`src/rtl/core/tpps_pkg.sv`:
```
package tpps_pkg;

   localparam int DATA_W    = 32;
   localparam int FIELD_W   = 16;
   localparam int DIV_W     = DATA_W + 1;
   localparam int DIV_CNT_W = $clog2(DATA_W);
   localparam int CSR_IDX_W = 8;

   localparam logic [DATA_W-1:0] CLOCK_RESET   = 32'd96000000;
   localparam logic [DATA_W-1:0] MAXRATE_RESET = 32'd500000;

   localparam logic [CSR_IDX_W-1:0] CSR_TIMER_CLOCK = 8'd0;
   localparam logic [CSR_IDX_W-1:0] CSR_MAX_RATE    = 8'd1;

   typedef enum logic [1:0] {
      SEL_TOTAL,
      SEL_ARR,
      SEL_ACH
   } div_sel_type;

   typedef enum logic [3:0] {
      ST_IDLE,
      ST_TOT_GO,
      ST_TOT_WAIT,
      ST_PSC,
      ST_ARR_GO,
      ST_ARR_WAIT,
      ST_MUL,
      ST_ACH_GO,
      ST_ACH_WAIT,
      ST_DONE
   } state_type;

   typedef struct packed {
      logic        load_rate;
      logic        div_start;
      div_sel_type sel;
      logic        cap_total;
      logic        cap_psc;
      logic        cap_arr;
      logic        mul_load;
      logic        cap_ach;
      logic        out_load;
   } cmd_type;

endpackage

```
`src/rtl/core/timer_prescaler_period_solver.sv`:
```
// Channel  Direction  Handshake               Payload
// req      in         req_valid / req_stall   req_requested_rate (32)
// rsp      out        rsp_valid / rsp_stall   rsp_prescaler_value (16), rsp_period_value (16),
//                                             rsp_achieved_rate (32)
// csr      in         csr_valid / csr_ready   csr_index (8), csr_data (32)
//
// Each item is solved by three passes through a single shared 32-step restoring
// divider, each with a launch and a capture: the total divider, then a prescaler step,
// the period division, a multiply step, the achieved-rate division and an output step.
// The output step waits while an earlier result is stalled; no item is taken before it ends.
// Synchronous active-high reset returns the controller to idle, drops rsp_valid and
// restores the timer clock to 96 MHz and the rate limit to 500 kHz.
// req_stall is high while an item is being solved. The result sits in an output register,
// so a new item is accepted while an earlier result still waits on rsp_stall.
// csr_ready is always high; users must write registers only while idle; nothing enforces it.
module timer_prescaler_period_solver (
   input  logic                           clock,
   input  logic                           reset,
   input  logic                           req_valid,
   output logic                           req_stall,
   input  logic [tpps_pkg::DATA_W-1:0]    req_requested_rate,
   output logic                           rsp_valid,
   input  logic                           rsp_stall,
   output logic [tpps_pkg::FIELD_W-1:0]   rsp_prescaler_value,
   output logic [tpps_pkg::FIELD_W-1:0]   rsp_period_value,
   output logic [tpps_pkg::DATA_W-1:0]    rsp_achieved_rate,
   input  logic                           csr_valid,
   output logic                           csr_ready,
   input  logic [tpps_pkg::CSR_IDX_W-1:0] csr_index,
   input  logic [tpps_pkg::DATA_W-1:0]    csr_data
);

   tpps_pkg::cmd_type cmd;
   logic              div_done;
   logic              csr_write;

   // The register file never pushes back.
   assign csr_ready = 1'b1;
   assign csr_write = csr_valid && csr_ready;

   // The sequencer walks the solve in order: total divider = clock / clamped rate,
   // prescaler = total / 65537 (the smallest value whose period fits in 16 bits),
   // period = total / (prescaler + 1) - 1, then achieved rate = clock divided by the
   // product of both dividers.
   tpps_ctrl u_ctrl (
      .clock     (clock),
      .reset     (reset),
      .req_valid (req_valid),
      .req_stall (req_stall),
      .rsp_valid (rsp_valid),
      .rsp_stall (rsp_stall),
      .div_done  (div_done),
      .cmd       (cmd)
   );

   // The datapath holds the configuration registers, the intermediate values, the
   // shared divider and the output register.
   tpps_datapath u_dp (
      .clock           (clock),
      .reset           (reset),
      .cmd             (cmd),
      .div_done        (div_done),
      .csr_write       (csr_write),
      .csr_index       (csr_index),
      .csr_data        (csr_data),
      .requested_rate  (req_requested_rate),
      .prescaler_value (rsp_prescaler_value),
      .period_value    (rsp_period_value),
      .achieved_rate   (rsp_achieved_rate)
   );

endmodule

```
`src/rtl/core/tpps_divider.sv`:
```
module tpps_divider (
   input  logic                         clock,
   input  logic                         reset,
   input  logic                         start,
   input  logic [tpps_pkg::DATA_W-1:0]  dividend,
   input  logic [tpps_pkg::DIV_W-1:0]   divisor,
   output logic                         done,
   output logic [tpps_pkg::DATA_W-1:0]  quotient
);

   localparam logic [tpps_pkg::DIV_CNT_W-1:0] CNT_LAST =
      tpps_pkg::DIV_CNT_W'(tpps_pkg::DATA_W - 1);

   logic                              running_ff, running_in;
   logic                              done_ff, done_in;
   logic [tpps_pkg::DIV_CNT_W-1:0]    cnt_ff, cnt_in;
   logic [tpps_pkg::DIV_W-1:0]        rem_ff, rem_in;
   logic [tpps_pkg::DATA_W-1:0]       quo_ff, quo_in;
   logic [tpps_pkg::DIV_W-1:0]        divisor_ff, divisor_in;
   logic [tpps_pkg::DIV_W:0]          trial;
   logic [tpps_pkg::DIV_W:0]          diff;
   logic                              fits;

   // Restoring division, one quotient bit per cycle, MSB first.
   always_comb begin
      trial = {rem_ff, quo_ff[tpps_pkg::DATA_W-1]};
      diff  = trial - {1'b0, divisor_ff};
      fits  = !diff[tpps_pkg::DIV_W];
   end

   always_comb begin
      running_in = running_ff;
      done_in    = 1'b0;
      cnt_in     = cnt_ff;
      rem_in     = rem_ff;
      quo_in     = quo_ff;
      divisor_in = divisor_ff;
      if (start) begin
         running_in = 1'b1;
         cnt_in     = '0;
         rem_in     = '0;
         quo_in     = dividend;
         divisor_in = divisor;
      end else if (running_ff) begin
         rem_in = fits ? diff[tpps_pkg::DIV_W-1:0] : trial[tpps_pkg::DIV_W-1:0];
         quo_in = {quo_ff[tpps_pkg::DATA_W-2:0], fits};
         cnt_in = cnt_ff + 1'b1;
         if (cnt_ff == CNT_LAST) begin
            running_in = 1'b0;
            done_in    = 1'b1;
         end
      end
   end

   always_ff @(posedge clock) begin
      if (reset) begin
         running_ff <= 1'b0;
         done_ff    <= 1'b0;
         cnt_ff     <= '0;
      end else begin
         running_ff <= running_in;
         done_ff    <= done_in;
         cnt_ff     <= cnt_in;
      end
   end

   always_ff @(posedge clock) begin
      rem_ff     <= rem_in;
      quo_ff     <= quo_in;
      divisor_ff <= divisor_in;
   end

   assign done     = done_ff;
   assign quotient = quo_ff;

   a_start_runs: assert property (@(posedge clock) disable iff (reset)
      start |=> running_ff)
      else $error("divider did not start");

   a_last_step_done: assert property (@(posedge clock) disable iff (reset)
      (running_ff && !start && cnt_ff == CNT_LAST) |=> (done_ff && !running_ff))
      else $error("divider did not finish after last step");

   a_done_idle: assert property (@(posedge clock) disable iff (reset)
      done_ff |-> !running_ff || $past(start))
      else $error("divider done while still running");

endmodule

```
`src/rtl/core/tpps_datapath.sv`:
```
module tpps_datapath (
   input  logic                           clock,
   input  logic                           reset,
   input  tpps_pkg::cmd_type              cmd,
   output logic                           div_done,
   input  logic                           csr_write,
   input  logic [tpps_pkg::CSR_IDX_W-1:0] csr_index,
   input  logic [tpps_pkg::DATA_W-1:0]    csr_data,
   input  logic [tpps_pkg::DATA_W-1:0]    requested_rate,
   output logic [tpps_pkg::FIELD_W-1:0]   prescaler_value,
   output logic [tpps_pkg::FIELD_W-1:0]   period_value,
   output logic [tpps_pkg::DATA_W-1:0]    achieved_rate
);

   logic [tpps_pkg::DATA_W-1:0]  clk_hz_ff, clk_hz_in;
   logic [tpps_pkg::DATA_W-1:0]  max_rate_ff, max_rate_in;
   logic [tpps_pkg::DATA_W-1:0]  rate_ff, rate_in;
   logic [tpps_pkg::DATA_W-1:0]  total_ff, total_in;
   logic [tpps_pkg::FIELD_W-1:0] psc_ff, psc_in;
   logic [tpps_pkg::FIELD_W-1:0] arr_ff, arr_in;
   logic [tpps_pkg::DIV_W-1:0]   prod_ff, prod_in;
   logic [tpps_pkg::DATA_W-1:0]  ach_ff, ach_in;
   logic [tpps_pkg::FIELD_W-1:0] out_psc_ff, out_psc_in;
   logic [tpps_pkg::FIELD_W-1:0] out_arr_ff, out_arr_in;
   logic [tpps_pkg::DATA_W-1:0]  out_ach_ff, out_ach_in;

   logic [tpps_pkg::DATA_W-1:0]  cap;
   logic [tpps_pkg::DATA_W-1:0]  floor_rate;
   logic [tpps_pkg::FIELD_W-1:0] psc_guess;
   logic [tpps_pkg::FIELD_W-1:0] psc_quot;
   logic [tpps_pkg::FIELD_W:0]   psc_p1;
   logic [tpps_pkg::FIELD_W:0]   arr_p1;
   logic [2*tpps_pkg::FIELD_W+1:0] prod_full;
   logic [tpps_pkg::DATA_W-1:0]  dividend;
   logic [tpps_pkg::DIV_W-1:0]   divisor;
   logic [tpps_pkg::DATA_W-1:0]  quotient;

   tpps_divider u_div (
      .clock    (clock),
      .reset    (reset),
      .start    (cmd.div_start),
      .dividend (dividend),
      .divisor  (divisor),
      .done     (div_done),
      .quotient (quotient)
   );

   always_comb begin
      cap        = (max_rate_ff == '0) ? tpps_pkg::DATA_W'(1) : max_rate_ff;
      floor_rate = (requested_rate == '0) ? tpps_pkg::DATA_W'(1) : requested_rate;
      // Since 65537 is 2^16 + 1, the upper half of the total is either the
      // quotient by 65537 or one above it; the lower half decides which.
      psc_guess  = total_ff[tpps_pkg::DATA_W-1:tpps_pkg::FIELD_W];
      psc_quot   = (total_ff[tpps_pkg::FIELD_W-1:0] >= psc_guess) ?
                   psc_guess : (psc_guess - 1'b1);
      psc_p1     = {1'b0, psc_ff} + 1'b1;
      arr_p1     = {1'b0, arr_ff} + 1'b1;
      prod_full  = {{(tpps_pkg::FIELD_W+1){1'b0}}, psc_p1} *
                   {{(tpps_pkg::FIELD_W+1){1'b0}}, arr_p1};
   end

   always_comb begin
      case (cmd.sel)
         tpps_pkg::SEL_TOTAL: begin
            dividend = clk_hz_ff;
            divisor  = {1'b0, rate_ff};
         end
         tpps_pkg::SEL_ARR: begin
            dividend = total_ff;
            divisor  = {{(tpps_pkg::DIV_W-tpps_pkg::FIELD_W-1){1'b0}}, psc_p1};
         end
         tpps_pkg::SEL_ACH: begin
            dividend = clk_hz_ff;
            divisor  = prod_ff;
         end
         default: begin
            dividend = clk_hz_ff;
            divisor  = {1'b0, rate_ff};
         end
      endcase
   end

   always_comb begin
      clk_hz_in   = clk_hz_ff;
      max_rate_in = max_rate_ff;
      if (csr_write && csr_index == tpps_pkg::CSR_TIMER_CLOCK) begin
         clk_hz_in = csr_data;
      end
      if (csr_write && csr_index == tpps_pkg::CSR_MAX_RATE) begin
         max_rate_in = csr_data;
      end
      rate_in    = cmd.load_rate ? ((floor_rate > cap) ? cap : floor_rate) : rate_ff;
      total_in   = cmd.cap_total ?
                   ((quotient == '0) ? tpps_pkg::DATA_W'(1) : quotient) : total_ff;
      psc_in     = cmd.cap_psc ? psc_quot : psc_ff;
      // The period wraps to 16 bits after the minus one.
      arr_in     = cmd.cap_arr ? (quotient[tpps_pkg::FIELD_W-1:0] - 1'b1) : arr_ff;
      prod_in    = cmd.mul_load ? prod_full[tpps_pkg::DIV_W-1:0] : prod_ff;
      ach_in     = cmd.cap_ach ? quotient : ach_ff;
      out_psc_in = cmd.out_load ? psc_ff : out_psc_ff;
      out_arr_in = cmd.out_load ? arr_ff : out_arr_ff;
      out_ach_in = cmd.out_load ? ach_ff : out_ach_ff;
   end

   always_ff @(posedge clock) begin
      if (reset) begin
         clk_hz_ff   <= tpps_pkg::CLOCK_RESET;
         max_rate_ff <= tpps_pkg::MAXRATE_RESET;
      end else begin
         clk_hz_ff   <= clk_hz_in;
         max_rate_ff <= max_rate_in;
      end
   end

   always_ff @(posedge clock) begin
      rate_ff    <= rate_in;
      total_ff   <= total_in;
      psc_ff     <= psc_in;
      arr_ff     <= arr_in;
      prod_ff    <= prod_in;
      ach_ff     <= ach_in;
      out_psc_ff <= out_psc_in;
      out_arr_ff <= out_arr_in;
      out_ach_ff <= out_ach_in;
   end

   assign prescaler_value = out_psc_ff;
   assign period_value    = out_arr_ff;
   assign achieved_rate   = out_ach_ff;

   a_rate_nonzero: assert property (@(posedge clock) disable iff (reset)
      cmd.load_rate |=> rate_ff != '0)
      else $error("clamped rate is zero");

   a_total_nonzero: assert property (@(posedge clock) disable iff (reset)
      cmd.cap_total |=> total_ff != '0)
      else $error("total divider is zero");

   a_prod_range: assert property (@(posedge clock) disable iff (reset)
      cmd.mul_load |=> (prod_ff != '0 && prod_ff <= 33'h1_0000_0000))
      else $error("divider product out of range");

endmodule

```
`src/rtl/core/tpps_ctrl.sv`:
```
module tpps_ctrl (
   input  logic              clock,
   input  logic              reset,
   input  logic              req_valid,
   output logic              req_stall,
   output logic              rsp_valid,
   input  logic              rsp_stall,
   input  logic              div_done,
   output tpps_pkg::cmd_type cmd
);

   tpps_pkg::state_type state_ff, state_in;
   logic                rsp_valid_ff, rsp_valid_in;
   logic                out_free;

   assign out_free = !(rsp_valid_ff && rsp_stall);

   always_comb begin
      state_in = state_ff;
      case (state_ff)
         tpps_pkg::ST_IDLE:     if (req_valid) state_in = tpps_pkg::ST_TOT_GO;
         tpps_pkg::ST_TOT_GO:   state_in = tpps_pkg::ST_TOT_WAIT;
         tpps_pkg::ST_TOT_WAIT: if (div_done) state_in = tpps_pkg::ST_PSC;
         tpps_pkg::ST_PSC:      state_in = tpps_pkg::ST_ARR_GO;
         tpps_pkg::ST_ARR_GO:   state_in = tpps_pkg::ST_ARR_WAIT;
         tpps_pkg::ST_ARR_WAIT: if (div_done) state_in = tpps_pkg::ST_MUL;
         tpps_pkg::ST_MUL:      state_in = tpps_pkg::ST_ACH_GO;
         tpps_pkg::ST_ACH_GO:   state_in = tpps_pkg::ST_ACH_WAIT;
         tpps_pkg::ST_ACH_WAIT: if (div_done) state_in = tpps_pkg::ST_DONE;
         tpps_pkg::ST_DONE:     if (out_free) state_in = tpps_pkg::ST_IDLE;
         default:               state_in = tpps_pkg::ST_IDLE;
      endcase
   end

   always_comb begin
      cmd           = '0;
      cmd.sel       = tpps_pkg::SEL_TOTAL;
      req_stall     = (state_ff != tpps_pkg::ST_IDLE);
      case (state_ff)
         tpps_pkg::ST_IDLE:     cmd.load_rate = req_valid;
         tpps_pkg::ST_TOT_GO:   cmd.div_start = 1'b1;
         tpps_pkg::ST_TOT_WAIT: cmd.cap_total = div_done;
         tpps_pkg::ST_PSC:      cmd.cap_psc = 1'b1;
         tpps_pkg::ST_ARR_GO: begin
            cmd.sel       = tpps_pkg::SEL_ARR;
            cmd.div_start = 1'b1;
         end
         tpps_pkg::ST_ARR_WAIT: cmd.cap_arr = div_done;
         tpps_pkg::ST_MUL:      cmd.mul_load = 1'b1;
         tpps_pkg::ST_ACH_GO: begin
            cmd.sel       = tpps_pkg::SEL_ACH;
            cmd.div_start = 1'b1;
         end
         tpps_pkg::ST_ACH_WAIT: cmd.cap_ach = div_done;
         tpps_pkg::ST_DONE:     cmd.out_load = out_free;
         default:               cmd = '0;
      endcase
   end

   always_comb begin
      rsp_valid_in = rsp_valid_ff;
      if (cmd.out_load) begin
         rsp_valid_in = 1'b1;
      end else if (rsp_valid_ff && !rsp_stall) begin
         rsp_valid_in = 1'b0;
      end
   end

   always_ff @(posedge clock) begin
      if (reset) begin
         state_ff     <= tpps_pkg::ST_IDLE;
         rsp_valid_ff <= 1'b0;
      end else begin
         state_ff     <= state_in;
         rsp_valid_ff <= rsp_valid_in;
      end
   end

   assign rsp_valid = rsp_valid_ff;

   a_accept_starts: assert property (@(posedge clock) disable iff (reset)
      (req_valid && !req_stall) |=> state_ff == tpps_pkg::ST_TOT_GO)
      else $error("accepted item did not start the solve");

   a_done_in_wait: assert property (@(posedge clock) disable iff (reset)
      div_done |-> (state_ff == tpps_pkg::ST_TOT_WAIT || state_ff == tpps_pkg::ST_ARR_WAIT ||
                    state_ff == tpps_pkg::ST_ACH_WAIT))
      else $error("divider finished outside a wait state");

   a_hold_done: assert property (@(posedge clock) disable iff (reset)
      (state_ff == tpps_pkg::ST_DONE && rsp_valid_ff && rsp_stall)
         |=> (state_ff == tpps_pkg::ST_DONE && rsp_valid_ff))
      else $error("result overwritten while output was stalled");

endmodule

```
`config.mk`:
```
export PLATFORM = sky130hd
export DESIGN_NAME = timer_prescaler_period_solver
export DESIGN_NICKNAME = d
export VERILOG_FILES = /design/src/rtl/core/tpps_pkg.sv /design/src/rtl/core/timer_prescaler_period_solver.sv /design/src/rtl/core/tpps_divider.sv /design/src/rtl/core/tpps_datapath.sv /design/src/rtl/core/tpps_ctrl.sv
export SDC_FILE = /design/constraint.sdc
export NUM_CORES = 1
export LEC_CHECK = 0
export BUFFER_PORTS_ARGS = -buffer_cell sky130_fd_sc_hd__buf_2
export CORE_UTILIZATION = 63
export DETAILED_ROUTE_END_ITERATION = 6
export PLACE_DENSITY = 0.81
export SLEW_MARGIN = 20
export SYNTH_ARGS = -nofsm -noshare
export SYNTH_HDL_FRONTEND = slang
export SYNTH_SLANG_ARGS = --single-unit
```
`constraint.sdc`:
```
create_clock -name clock -period 10.43 [get_ports clock]
set_input_delay 0.5215 -clock clock [delete_from_list [all_inputs] [get_ports clock]]
set_output_delay 0.5215 -clock clock [all_outputs]
set_load 0.005 [all_outputs]
```
==> impl_metrics.json <==
{
  "num_io_pins": 144,
  "finalCritPeriodShare_pct": 86.7,
  "cts_tree": "built",
  "cts_buffers": 42,
  "syn_inst": 2922,
  "p_comb_share_pct": 40.2,
  "p_clk_share_pct": 24.8,
  "clkTransAtPathRegs_ns": 0.06,
  "vias_per_cell": 6.06,
  "crit_path_start_kind": "register",
  "reg2reg_to": "u_dp.prod_ff[32]",
  "ys_ff_latch": 399,
  "htree_levels": 2,
  "ctsHoldBuffers": 0,
  "crit_fanout": 21,
  "whs_path_depth": 3,
  "cp-end-kind": "register",
  "critical_path_class": "reg2reg",
  "hold_class": "in2reg",
  "power_leakage_nw": 13.5,
  "worst_skew_pair.late_latency_ns": 0.59,
  "setup_viol": 0,
  "regToRegSetupSlack_ns": 1.39,
  "layout-drive-gt1-share_pct": 10.6,
  "swShare_pct": 38.4,
  "setup-tns-final_ns": 0,
  "rows": 77,
  "fmax_mhz": 111,
  "syn-num-nets": 3416,
  "critPathArrivalTime_ns": 9.34,
  "status": "finished clean",
  "min_to": "u_dp.clk_hz_ff[20]",
  "tightest_slew_ns": 1.21,
  "grt_max_degree": 71,
  "num_vias": 22000,
  "grt_pass1_wl_mm": 128,
  "grt_overflow": 0,
  "initial_core_util_pct": 64.4,
  "gp_congestion": 0.997,
  "detail-route-antenna-nets": 0,
  "post-cts-setup-buffers": 0,
  "fin_hold_ws_ns": 0.162,
  "grt.total_usage_pct": 36.2,
  "dr.pass1.iters": 6,
  "intPower_w": 0.00374,
  "seq_power_share_pct": 35.0,
  "dp_cells": 3553,
  "drv_cap": 0,
  "post_drt_wl_per_cell_um": 22.4,
  "chipHeight_um": 215,
  "antenna_found_initial": 6,
  "grt_pass1_vias": 22500,
  "clock-sinks": 399,
  "slew_violations": 0,
  "nets": 3499,
  "p_switching_w": 0.00233,
  "yosysSeqAreaShare_pct": 38.0,
  "synthArstFlopShare_pct": 0,
  "dpl.hpwl_mm": 63.2,
  "drc": 0,
  "synth.cell_area_sq_mm": 0.0287,
  "cts_resized": 0,
  "yosysWarnings": 0,
  "synth_edf_count": 290,
  "relSlewSlack_pct": 18.8,
  "core-area_sq_mm": 0.0445,
  "syn_area_per_cell_sq_um": 9.81,
  "synth_cell_types": 68,
  "io_buffers": 142,
  "peakVddDrop_v": 0.000206,
  "floorplan.die_area_sq_mm": 0.0464,
  "power_density_mw_per_mm2": 194,
  "drtIter0Drc": 2235,
  "finClkSkew_ns": 0.0346,
  "fin_crit_ns": 9.04,
  "synth-main-ff-cell": "edfxtp_1",
  "hold_violations": 0,
  "fp.dieW_um": 215,
  "area_growth_pct": 9.53,
  "stdcell_count": 3633,
  "ff2ff_path_depth": 24,
  "finish.utilization_pct": 70.5,
  "clockBufferDepth": 3,
  "rr_startpoint": "u_dp.arr_ff[0]",
  "root_buffer": "clkbuf_16",
  "wl_mm": 81.4,
  "min_from": "csr_data[20]",
  "crit_required_ns": 10.73,
  "rsz0062_at_grt": "no"
}
==> cell families (layout without fill, tap and decap cells) <==
| group | count (synthesis) | after routing | synth area share [%] |
|---|---|---|---|
| simple gates | 892 | 892 | 14.0 |
| xor+xnor | 140 | 140 | 4.28 |
| mux | 92 | 92 | 3.36 |
| flops | 399 | 399 | 38.0 |
| buf+inv | 561 | 677 | 7.42 |
| other cells | 1 | 4 | 0.0131 |
| compound gates | 420 | 420 | 8.88 |
| fa+ha+maj | 417 | 417 | 24.1 |
==> state kept, by name, indices dropped and copies added (netlist names) <==
register and cells:
u_dp.arr_ff 16, u_dp.u_div.running_ff 1, u_ctrl.state_ff 4, u_dp.period_value 16, u_dp.u_div.cnt_ff 5, u_dp.prescaler_value 16, u_dp.clk_hz_ff 32, u_ctrl.rsp_valid 1
u_dp.rate_ff 32, u_dp.ach_ff 32, u_dp.u_div.done 1, u_dp.u_div.quotient 32, u_dp.u_div.divisor_ff 33, u_dp.achieved_rate 32, u_dp.psc_ff 16, u_dp.max_rate_ff 32
u_dp.u_div.rem_ff 33, u_dp.total_ff 32, u_dp.prod_ff 33
==> synth_stat cells, types with 3 or more instances <==
cell	instances	area (sq um)
a211o_1	3	26.3
or4_1	4	30.0
fa_1	224	4480
a21o_1	39	293
o311ai_0	6	52.6
o31ai_1	4	30.0
nor4_1	33	206
ha_1	193	2410
dfxtp_1	109	2180
and3_1	20	125
nor2b_1	17	106
xnor2_1	94	823
a311oi_1	3	26.3
inv_1	396	1490
nor3_1	41	205
nor2_1	173	649
a21oi_1	136	681
and4_1	5	43.8
o21bai_1	7	52.6
edfxtp_1	290	8710
xor2_1	46	403
a211oi_1	12	90.1
nand4_1	27	169
o21a_1	15	113
nand2_1	435	1630
mux2i_1	59	591
nand2b_1	30	188
or3_1	6	37.5
clkbuf_1	156	586
and2_1	29	181
nand3b_1	15	113
buf_1	3	11.3
a31oi_1	6	37.5
a22oi_1	17	128
o21ai_0	126	631
nand4b_1	4	35.0
or2_2	4	25.0
mux2_2	33	372
o211ai_1	18	135
a2111oi_0	5	43.8
buf_4	3	22.5
nand3_1	45	225
==> power groups by stage <==
stage | clock, W | sequential (W) | combinational [W]
5_1_grt | 0.00158 | 0.00214 | 0.00269
3_3_place_gp | 0 | 0.00214 | 0.00229
6_report | 0.00151 | 0.00212 | 0.00244
3_5_place_dp | 0 | 0.00215 | 0.00236
2_1_floorplan | 0 | 0.00208 | 0.00175
4_1_cts | 0.00152 | 0.00212 | 0.00240
==> per-layer routing <==
metal  routed length, um  global-route usage [%]
met5                  36                       0
met4                4670                    18.1
met3                6860                    5.52
met2               38600                    59.6
met1               31300                    46.8
==> cell usage in the layout (no fill, tap or decap), types with 62 or more instances in the layout <==
cell type,count
xnor2_1,92
ha_1,192
edfxtp_1,290
a21oi_1,135
inv_1,396
nor2_1,173
nand2_1,435
fa_1,224
o21ai_0,126
buf_2,142
buf_4,62
dfxtp_1,108
==> final cells by class <==
class	instances	area [sq um]
fill	3339	13100
inverter	396	1490
sequential	399	10900
clock inverter	21	213
timing repair buffer	204	1180
tap	592	741
clock buffer	56	1160
multi-input combinational	1962	15700
antenna	3	7.51
==> how the worst max path moves through the flow <==
| stage | startpoint | to | slack (ns) | cells after the start |
|---|---|---|---|---|
| after floorplan | u_dp.psc_ff[0] | u_dp.prod_ff[32] | 2.73 | 27 |
| after global placement | u_dp.arr_ff[0] | u_dp.prod_ff[32] | 1.80 | 25 |
| after detailed placement | u_dp.arr_ff[0] | u_dp.prod_ff[32] | 1.52 | 24 |
| after CTS | u_dp.arr_ff[0] | u_dp.prod_ff[32] | 1.49 | 24 |
| after global routing | u_dp.arr_ff[0] | u_dp.prod_ff[32] | 1.01 | 24 |
| final | u_dp.arr_ff[0] | u_dp.prod_ff[32] | 1.39 | 24 |
==> metrics by stage <==
step	cell area [sq um]	power, W	worst slack [ns]
final	31400	0.00607	1.39
after global routing	31400	0.00640	1.01
after CTS	31400	0.00603	1.49
after detailed placement	30000	0.00451	1.52
after global placement	30000	0.00443	1.80
after floorplan	28700	0.00383	2.73
==> critical path, cell delays in order (launching register included) <==
cell	delay, ns
edfxtp_1	0.79
ha_1	0.43
nand4_1	0.33
nor2_1	0.40
and3_1	0.27
xnor2_1	0.34
nor2_1	0.14
fa_1	0.49
fa_1	0.53
fa_1	0.53
fa_1	0.54
fa_1	0.57
inv_1	0.06
fa_1	0.53
inv_1	0.04
ha_1	0.38
a21o_1	0.21
a21o_1	0.17
a2111oi_0	0.53
o311ai_0	0.21
a211oi_1	0.55
nor2_1	0.17
a211o_1	0.29
a21oi_1	0.17
xnor2_1	0.09
No activity file was read; power rests on OpenSTA's default activity.
